File: config.mk
export PLATFORM = sky130hd
export DESIGN_NAME = ugas_ram
export DESIGN_NICKNAME = d
export VERILOG_FILES = /design/src/rtl/core/ugas_ram.sv
export SDC_FILE = /design/constraint.sdc
export NUM_CORES = 1
export LEC_CHECK = 0
export BUFFER_PORTS_ARGS = -buffer_cell sky130_fd_sc_hd__buf_2
export CAP_MARGIN = 20
export CORE_MARGIN = 1.5
export CORE_UTILIZATION = 50
export DETAILED_ROUTE_END_ITERATION = 12
export GPL_TIMING_DRIVEN = 0
export PLACE_DENSITY_LB_ADDON = 0.2
export SLEW_MARGIN = 20
export SYNTH_ARGS = -nofsm -noshare
export SYNTH_HDL_FRONTEND = slang
export SYNTH_SLANG_ARGS = --single-unit
export TNS_END_PERCENT = 30
File: constraint.sdc
create_clock -name clk -period 1.9 [get_ports clk]
set_input_delay 0.19 -clock clk [delete_from_list [all_inputs] [get_ports clk]]
set_output_delay 0.19 -clock clk [all_outputs]
set_load 0.05 [all_outputs]
File: src/rtl/core/ugas_ram.sv
// generic synchronous ram, one write port and two registered read ports
// no dependencies
module ugas_ram #(
    parameter int WIDTH = 8,
    parameter int DEPTH = 16
) (
    input  logic                                   clk,
    input  logic                                   we,
    input  logic [((DEPTH > 1) ? $clog2(DEPTH) : 1)-1:0] waddr,
    input  logic [WIDTH-1:0]                       wdata,
    input  logic                                   re,
    input  logic [((DEPTH > 1) ? $clog2(DEPTH) : 1)-1:0] raddr_a,
    input  logic [((DEPTH > 1) ? $clog2(DEPTH) : 1)-1:0] raddr_b,
    output logic [WIDTH-1:0]                       rdata_a,
    output logic [WIDTH-1:0]                       rdata_b
);

    logic [WIDTH-1:0] mem_reg [DEPTH];
    logic [WIDTH-1:0] rd_a_reg;
    logic [WIDTH-1:0] rd_b_reg;

    always_ff @(posedge clk)
    begin
        if (we)
        begin
            mem_reg[waddr] <= wdata;
        end
        if (re)
        begin
            rd_a_reg <= mem_reg[raddr_a];
            rd_b_reg <= mem_reg[raddr_b];
        end
    end

    assign rdata_a = rd_a_reg;
    assign rdata_b = rd_b_reg;

endmodule

==> impl_metrics.json, run 1 <==
{
  "outcome": "complete, no violations",
  "cts_buffer_depth": 2,
  "start_util_pct": 51.35,
  "wire_per_inst_um": 27.51,
  "p_leak_nw": 2.574,
  "yosysTopAreaCellShare_pct": 66.46,
  "vias": 3483,
  "fin_skew_ps": 10.15,
  "ir_worst_vdd_v": 0.0008572,
  "start_kind": "flop",
  "grt_pass1_wl_um": 22070,
  "final_common_cell": "edfxtp_1",
  "syn-cell-area_um2": 6506,
  "cts.htree.levels": 4,
  "postCtsHoldBufs": 0,
  "numCtsBuffers": 17,
  "nets": 388,
  "cts_root_buf": "clkbuf_16",
  "min-delay-start": "wdata[6]",
  "avgSynthCellArea_um2": 21.19,
  "core_um2": 12670,
  "r2r_start": "mem_reg[3][7]",
  "first_pass_iters": 5,
  "reg2reg_depth": 3,
  "layout_common_cells": "edfxtp_1, buf_2, mux4_2",
  "crit_type": "flop to flop",
  "setup_viol_count_final": 0,
  "die-area_um2": 13710,
  "grt_max_degree": 17,
  "cts_setup_buffers": 0,
  "tritoncts": "built",
  "crit_path_end_kind": "flop",
  "tightestPinTransition_ps": 1006,
  "antenna_cells": 0,
  "portBuffers": 36,
  "areaGrowthSynthToFinish_pct": 15.98,
  "slew_violations": 0,
  "path_cells": "mux4_4, a22oi_1, nand2_1",
  "dp_hpwl_um": 9889,
  "rsz0062_at_grt": "no",
  "maxCapViolCount": 0,
  "die_x_um": 117.1,
  "largest_reg_flops": 128,
  "finalPower_mw": 7.680,
  "r2r_slack_ps": 190,
  "hold_path_class": "input pin to flop",
  "ys_ff_latch": 144,
  "cts_num_sinks": 144,
  "cp_max_fo": 2,
  "timing.fmax_mhz": 584.8,
  "grt_overflow": 0,
  "arrival_ps": 1860,
  "grtUsageTotal_pct": 24.60,
  "placed_cells": 518,
  "fill_cells": 929,
  "hold_viol": 0,
  "drc": 0,
  "setup_tns_ps": 0,
  "drt-total-wl_um": 15100,
  "clock_latency_ps": 430,
  "fin_util_pct": 59.55,
  "rows": 41,
  "worst_slack_ps": 190.1,
  "routabilityCongestion": 0.7935,
  "crit_path_top_delay_cell": "mux4_4",
  "cts_resized": 0,
  "drt_iter0_drc": 332,
  "synth_area_leaders": "edfxtp_1, mux4_2, mux4_1",
  "grt_pass1_vias": 3475,
  "slowest_delay_ps": 620,
  "synth_cells": 307,
  "synth_top_cell_by_area": "edfxtp_1",
  "pre_cts_ws_ps": -134.4,
  "fin_cells": 549,
  "finalCriticalPeriod_ps": 1710,
  "ys_types": 19,
  "required_ps": 2050,
  "finalCritPeriodShare_pct": 90.00,
  "path_clk_slew_ps": 60,
  "yosysSeqAreaShare_pct": 66.46,
  "power_density_nw_per_um2": 1018,
  "syn-num-nets": 330,
  "ys_warn_count": 0,
  "pin_count": 39,
  "hold_path_depth": 1,
  "vias_per_cell": 6.344,
  "hold_end": "mem_reg[12][6]",
  "antenna_found_initial": 0,
  "die_h_um": 117.1,
  "antenna_left": 0,
  "reg2reg_to": "rdata_b[7]",
  "slew_headroom_pct": 32.68,
  "layout-drive-gt1-share_pct": 33.16
}
[report_power, final]
group          switching (mW)  total, mW  internal, mW
sequential             0.0289       3.63          3.60
combinational           0.399      0.646         0.247
clock                    1.22       3.41          2.19
total                    1.65       7.68          6.03
[worst max path at each step]
stage,slack [ps],from,end
floorplan,220,waddr[2],mem_reg[0][0]
global placement,-560,waddr[2],mem_reg[0][1]
detailed placement,-130,waddr[2],mem_reg[3][1]
CTS,220,mem_reg[3][7],rdata_b[7]
global route,220,mem_reg[2][7],rdata_b[7]
finish,190,mem_reg[3][7],rdata_b[7]
[Yosys cell counts]
library cell	n
buf_4	2
nor3_1	4
edfxtp_1	144
buf_6	6
or3b_2	1
mux4_2	34
a22oi_1	32
nor2_1	14
mux4_4	2
nor2b_1	2
and2_1	2
and2b_1	2
nand3_1	1
nand3b_1	2
nand2b_1	2
clkdlybuf4s25_2	6
buf_2	6
nand2_1	17
mux4_1	28
[through the flow]
step / hold WS, ps / cell area (um^2)
2_1_floorplan: 288.9 / 6506
3_3_place_gp: 575.2 / 6902
3_5_place_dp: 587.2 / 6944
4_1_cts: 128.4 / 7546
5_1_grt: 148.5 / 7546
6_report: 151.5 / 7546
[cell type report]
cell class / count / area, um^2 / share of cell area (%)
clock buffers: 21 / 440.4 / 5.837
clock inverters: 10 / 161.4 / 2.139
well taps: 172 / 215.2 / 2.852
plain buffers: 20 / 172.7 / 2.288
repair buffers: 39 / 202.7 / 2.686
flip-flops and latches: 144 / 4324 / 57.30
multi-input cells: 143 / 2029 / 26.89
[cells by family after synthesis]
group | count (synthesis) | synth area share, %
flops | 144 | 66.46
mux | 64 | 23.85
simple gates | 47 | 3.346
compound gates | 32 | 3.692
buf+inv | 20 | 2.654
[critical path, delay by kind of cell (launching register included)]
family | cells | cell delay [ps]
mux | 1 | 620
flops | 1 | 380
compound gates | 1 | 290
simple gates | 1 | 140
[layer usage]
layer	wire length, um	up-vias	global-route usage [%]
met5	0	-	0
met2	7874	144	40.74
met1	6061	1850	31.51
met4	208	0	8.434
met3	956	15	7.312
li1	-	1474	-
No activity file was read; power rests on OpenSTA's default activity.
==> run 2, diff against run 1 <==
Settings changed: CORE_UTILIZATION 50 to 34.
==> impl_metrics.json, run 2 (synthesis results as in run 1) <==
{
  "drt-total-wl_um": 16140,
  "pin_count": 39,
  "crit_path_top_delay_cell": "mux4_4",
  "placed_cells": 581,
  "postCtsHoldBufs": 0,
  "maxCapViolCount": 0,
  "cts.htree.levels": 4,
  "areaGrowthSynthToFinish_pct": 17.31,
  "rsz0062_at_grt": "no",
  "final_common_cell": "edfxtp_1",
  "fin_cells": 613,
  "cp_top_family": "multiplexers",
  "fin_util_pct": 40.80,
  "grt_use_met2_pct": 27.81,
  "timing.fmax_mhz": 580.8,
  "power_density_nw_per_um2": 1001,
  "hold_viol": 0,
  "clock_latency_ps": 420,
  "cp_max_fo": 2,
  "start_kind": "flop",
  "grtUsageMet3_pct": 3.982,
  "vias_per_cell": 5.631,
  "start_util_pct": 34.78,
  "finalPower_mw": 7.638,
  "tritoncts": "built",
  "placed_area_um2": 7033,
  "grt-busiest-layer": "met2",
  "numCtsBuffers": 17,
  "die_x_um": 141.3,
  "slew_headroom_pct": 28.67,
  "antenna_left": 0,
  "die_h_um": 141.3,
  "design_area_um2": 7632,
  "nets": 389,
  "slowest_delay_ps": 600,
  "cts_root_buf": "clkbuf_16",
  "grtUsageTotal_pct": 17.09,
  "vias": 3452,
  "routabilityCongestion": 0.7585,
  "portBuffers": 36,
  "dp_hpwl_um": 10660,
  "fin_skew_ps": 8.408,
  "cts_num_sinks": 144,
  "core_um2": 18710,
  "antenna_cells": 0,
  "arrival_ps": 1880,
  "crit_type": "flop to flop",
  "hold_path_class": "input pin to flop",
  "drc": 0,
  "outcome": "complete, no violations",
  "finalCriticalPeriod_ps": 1722,
  "cts_setup_buffers": 0,
  "crit_buf_inv": 0,
  "grt_pass1_vias": 3581,
  "antenna_found_initial": 0,
  "path_cells": "mux4_4, a22oi_1, nand2_1",
  "layout_common_cells": "edfxtp_1, buf_2, mux4_2",
  "grt_max_degree": 17,
  "setup_viol_count_final": 0,
  "finalCritPeriodShare_pct": 90.62,
  "use_met1_pct": 22.66,
  "die-area_um2": 19970,
  "slew_violations": 0,
  "largest_reg_flops": 128,
  "ir_worst_vdd_v": 0.0006347,
  "cts_resized": 0,
  "rows": 50,
  "required_ps": 2060,
  "wire_per_inst_um": 26.33,
  "p_leak_nw": 2.562,
  "layout-drive-gt1-share_pct": 35.09,
  "grt_pass1_wl_um": 23200,
  "grt_overflow": 0,
  "drt_iter0_drc": 294,
  "path_clk_slew_ps": 60,
  "cts_buffer_depth": 2,
  "fin_hold_ws_ps": 159.0,
  "crit_path_end_kind": "flop",
  "first_pass_iters": 5,
  "tightestPinTransition_ps": 1066
}
## run 2: cell count changes in the layout (fill, tap and decap cells not counted), moves of 2 or more
cell	previous run	this run
clkinvlp_4	1	7
clkbuf_1	4	0
clkinv_2	0	2
clkinv_4	2	0
nor2_1	14	12
nor2_2	0	2
## run 2: per-layer routing
layer | vias up | wire (um) | share of wire [%]
met2 | 123 | 8015 | 50
li1 | 1481 | - | -
met5 | - | 0 | 0
met1 | 1823 | 6927 | 43
met4 | 0 | 295 | 1.8
met3 | 25 | 902 | 5.6
## run 2: area by class of cell
cell class / instances / area (um^2)
buffer: 20 / 172.7
clock buffer: 17 / 425.4
clock inverter: 15 / 168.9
fill: 1623 / 11070
multi-input combinational: 143 / 2034
sequential: 144 / 4324
tap: 234 / 292.8
timing repair buffer: 40 / 214.0
## run 2: path summary, 6_finish.rpt
check | from | endpoint | slack, ps | depth (start not counted)
worst min-delay path | wdata[6] | mem_reg[8][6] | 160 | 1
worst max-delay path | mem_reg[2][0] | rdata_a[0] | 180 | 3
worst max register to register | mem_reg[2][0] | rdata_a[0] | 180 | 3
worst min register to register | mem_reg[14][2] | rdata_a[2] | 800 | 3
## run 2: power breakdown
part | total [mW] | switching (mW) | internal, mW
combinational | 0.661 | 0.413 | 0.248
sequential | 3.62 | 0.0276 | 3.60
clock | 3.35 | 1.30 | 2.05
## run 2: metrics by stage
step,worst slack (ps),TNS [ps]
after floorplan,217.1,0
after global placement,-644.9,-14590
after detailed placement,-195.3,-3712
after CTS,173.3,0
after global routing,153.2,0
final,178.2,0
==> run 3, diff against run 2 <==
Settings changed: PLACE_DENSITY set to 0.48, PLACE_DENSITY_LB_ADDON 0.2 to unset, SKIP_LAST_GASP set to 1.
==> impl_metrics.json, run 3 (synthesis results as in run 1) <==
{
  "fin_cells": 613,
  "rsz0062_at_grt": "no",
  "r2r_start": "mem_reg[0][7]",
  "regArea_um2": 4324,
  "grt_max_degree": 17,
  "pin_count": 39,
  "outcome": "complete, no violations",
  "reg2reg_depth": 3,
  "finalCriticalPeriod_ps": 1624,
  "drt_iter0_drc": 210,
  "wire_per_inst_um": 26.65,
  "grt_overflow": 0,
  "layout_common_cells": "edfxtp_1, buf_2, mux4_2",
  "crit_path_end_kind": "flop",
  "r2r_slack_ps": 280,
  "die_h_um": 141.3,
  "vias_per_cell": 5.643,
  "path_clk_slew_ps": 60,
  "hold_path_class": "input pin to flop",
  "hold_path_depth": 1,
  "cts_num_sinks": 144,
  "antenna_cells": 0,
  "crit_path_top_delay_cell": "nor2_1",
  "die-area_um2": 19970,
  "pre_cts_ws_ps": -175.9,
  "power_density_nw_per_um2": 994.0,
  "rows": 50,
  "maxCapViolCount": 0,
  "grt_pass1_vias": 3562,
  "hold_end": "mem_reg[14][0]",
  "numCtsBuffers": 17,
  "arrival_ps": 1670,
  "largest_reg_flops": 128,
  "ir_worst_vdd_v": 0.0006524,
  "finalPower_mw": 7.570,
  "portBuffers": 36,
  "min-delay-start": "wdata[0]",
  "postCtsHoldBufs": 0,
  "cp_max_fo": 8,
  "multi_input_area_um2": 2029,
  "placed_cells": 581,
  "reg2reg_to": "rdata_b[7]",
  "tritoncts": "built",
  "setup_tns_ps": 0,
  "antenna_found_initial": 0,
  "drc": 0,
  "worst_slack_ps": 276.4,
  "met3WireLength_um": 837,
  "dp_hpwl_um": 10850,
  "vias": 3459,
  "grt_pass1_wl_um": 23670,
  "cts_resized": 0,
  "cts.htree.levels": 4,
  "path_cells": "buf_2, or3b_2, nor2_1",
  "timing.fmax_mhz": 615.9,
  "hold_viol": 0,
  "fill_cells": 1662,
  "fin_hold_ws_ps": 151.1,
  "p_leak_nw": 2.569,
  "fin_util_pct": 40.72,
  "tightestPinTransition_ps": 1076,
  "core_um2": 18710,
  "fin_skew_ps": 7.436,
  "final_common_cell": "edfxtp_1",
  "layout-drive-gt1-share_pct": 34.30,
  "design_area_um2": 7616,
  "finalCritPeriodShare_pct": 85.45,
  "grtUsageTotal_pct": 17.60,
  "cts_buffer_depth": 2,
  "antenna_left": 0,
  "dr_wl_met2_um": 8102,
  "routabilityCongestion": 0.7705,
  "cts_root_buf": "clkbuf_16",
  "slowest_delay_ps": 830,
  "start_kind": "input pin",
  "placed_area_um2": 7033,
  "setup_viol_count_final": 0,
  "start_util_pct": 34.78,
  "required_ps": 1940,
  "die_x_um": 141.3,
  "crit_type": "input pin to flop",
  "areaGrowthSynthToFinish_pct": 17.06,
  "drt-total-wl_um": 16340,
  "first_pass_iters": 4,
  "clock_latency_ps": 430,
  "slew_violations": 0,
  "slew_headroom_pct": 28.01,
  "nets": 389,
  "top_layer": "met4",
  "cts_setup_buffers": 0,
  "drt-met1-wl_um": 7096
}
run 3: changes by cell type in the layout (fill, tap and decap cells not counted):
| cell | delta |
|---|---|
| inv_8 | +1 |
| nor2_1 | +2 |
| clkinvlp_4 | -4 |
| nor2_2 | -2 |
| clkbuf_1 | +1 |
| bufinv_16 | -1 |
| clkinv_2 | -2 |
| inv_6 | +5 |
run 3: critical path: cells and delay by family:
kind	cells	cell delay (ps)
and+or+nand+nor	2	1350
buffers and inverters	1	120
run 3: worst max path at each step:
stage	startpoint	end	slack, ps	cells past startpoint
final	waddr[2]	mem_reg[3][0]	280	3
after global routing	mem_reg[1][4]	rdata_a[4]	180	3
after detailed placement	waddr[2]	mem_reg[2][3]	-180	3
after floorplan	waddr[2]	mem_reg[0][0]	220	2
after global placement	waddr[2]	mem_reg[0][3]	-630	3
after CTS	mem_reg[0][4]	rdata_a[4]	220	3
run 3: per-layer routing:
layer  GRT usage (%)  up-vias
li1                -     1480
met1           23.62     1823
met2           28.22      136
met3           4.084       20
met4           6.360        0
met5               0        -
run 3: cell type report:
| type | instances | area share, % |
|---|---|---|
| buffer | 20 | 2.267 |
| clock buffer | 18 | 5.635 |
| clock inverter | 14 | 2.021 |
| multi-input combinational | 143 | 26.65 |
| sequential | 144 | 56.78 |
| tap | 234 | 3.844 |
| timing repair buffer | 40 | 2.809 |
run 3: report_power, final:
| group | internal, mW | total [mW] | switching (mW) |
|---|---|---|---|
| Sequential | 3.60 | 3.62 | 0.0276 |
| Clock | 1.95 | 3.28 | 1.33 |
| Combinational | 0.248 | 0.664 | 0.416 |
| Total | 5.80 | 7.57 | 1.77 |
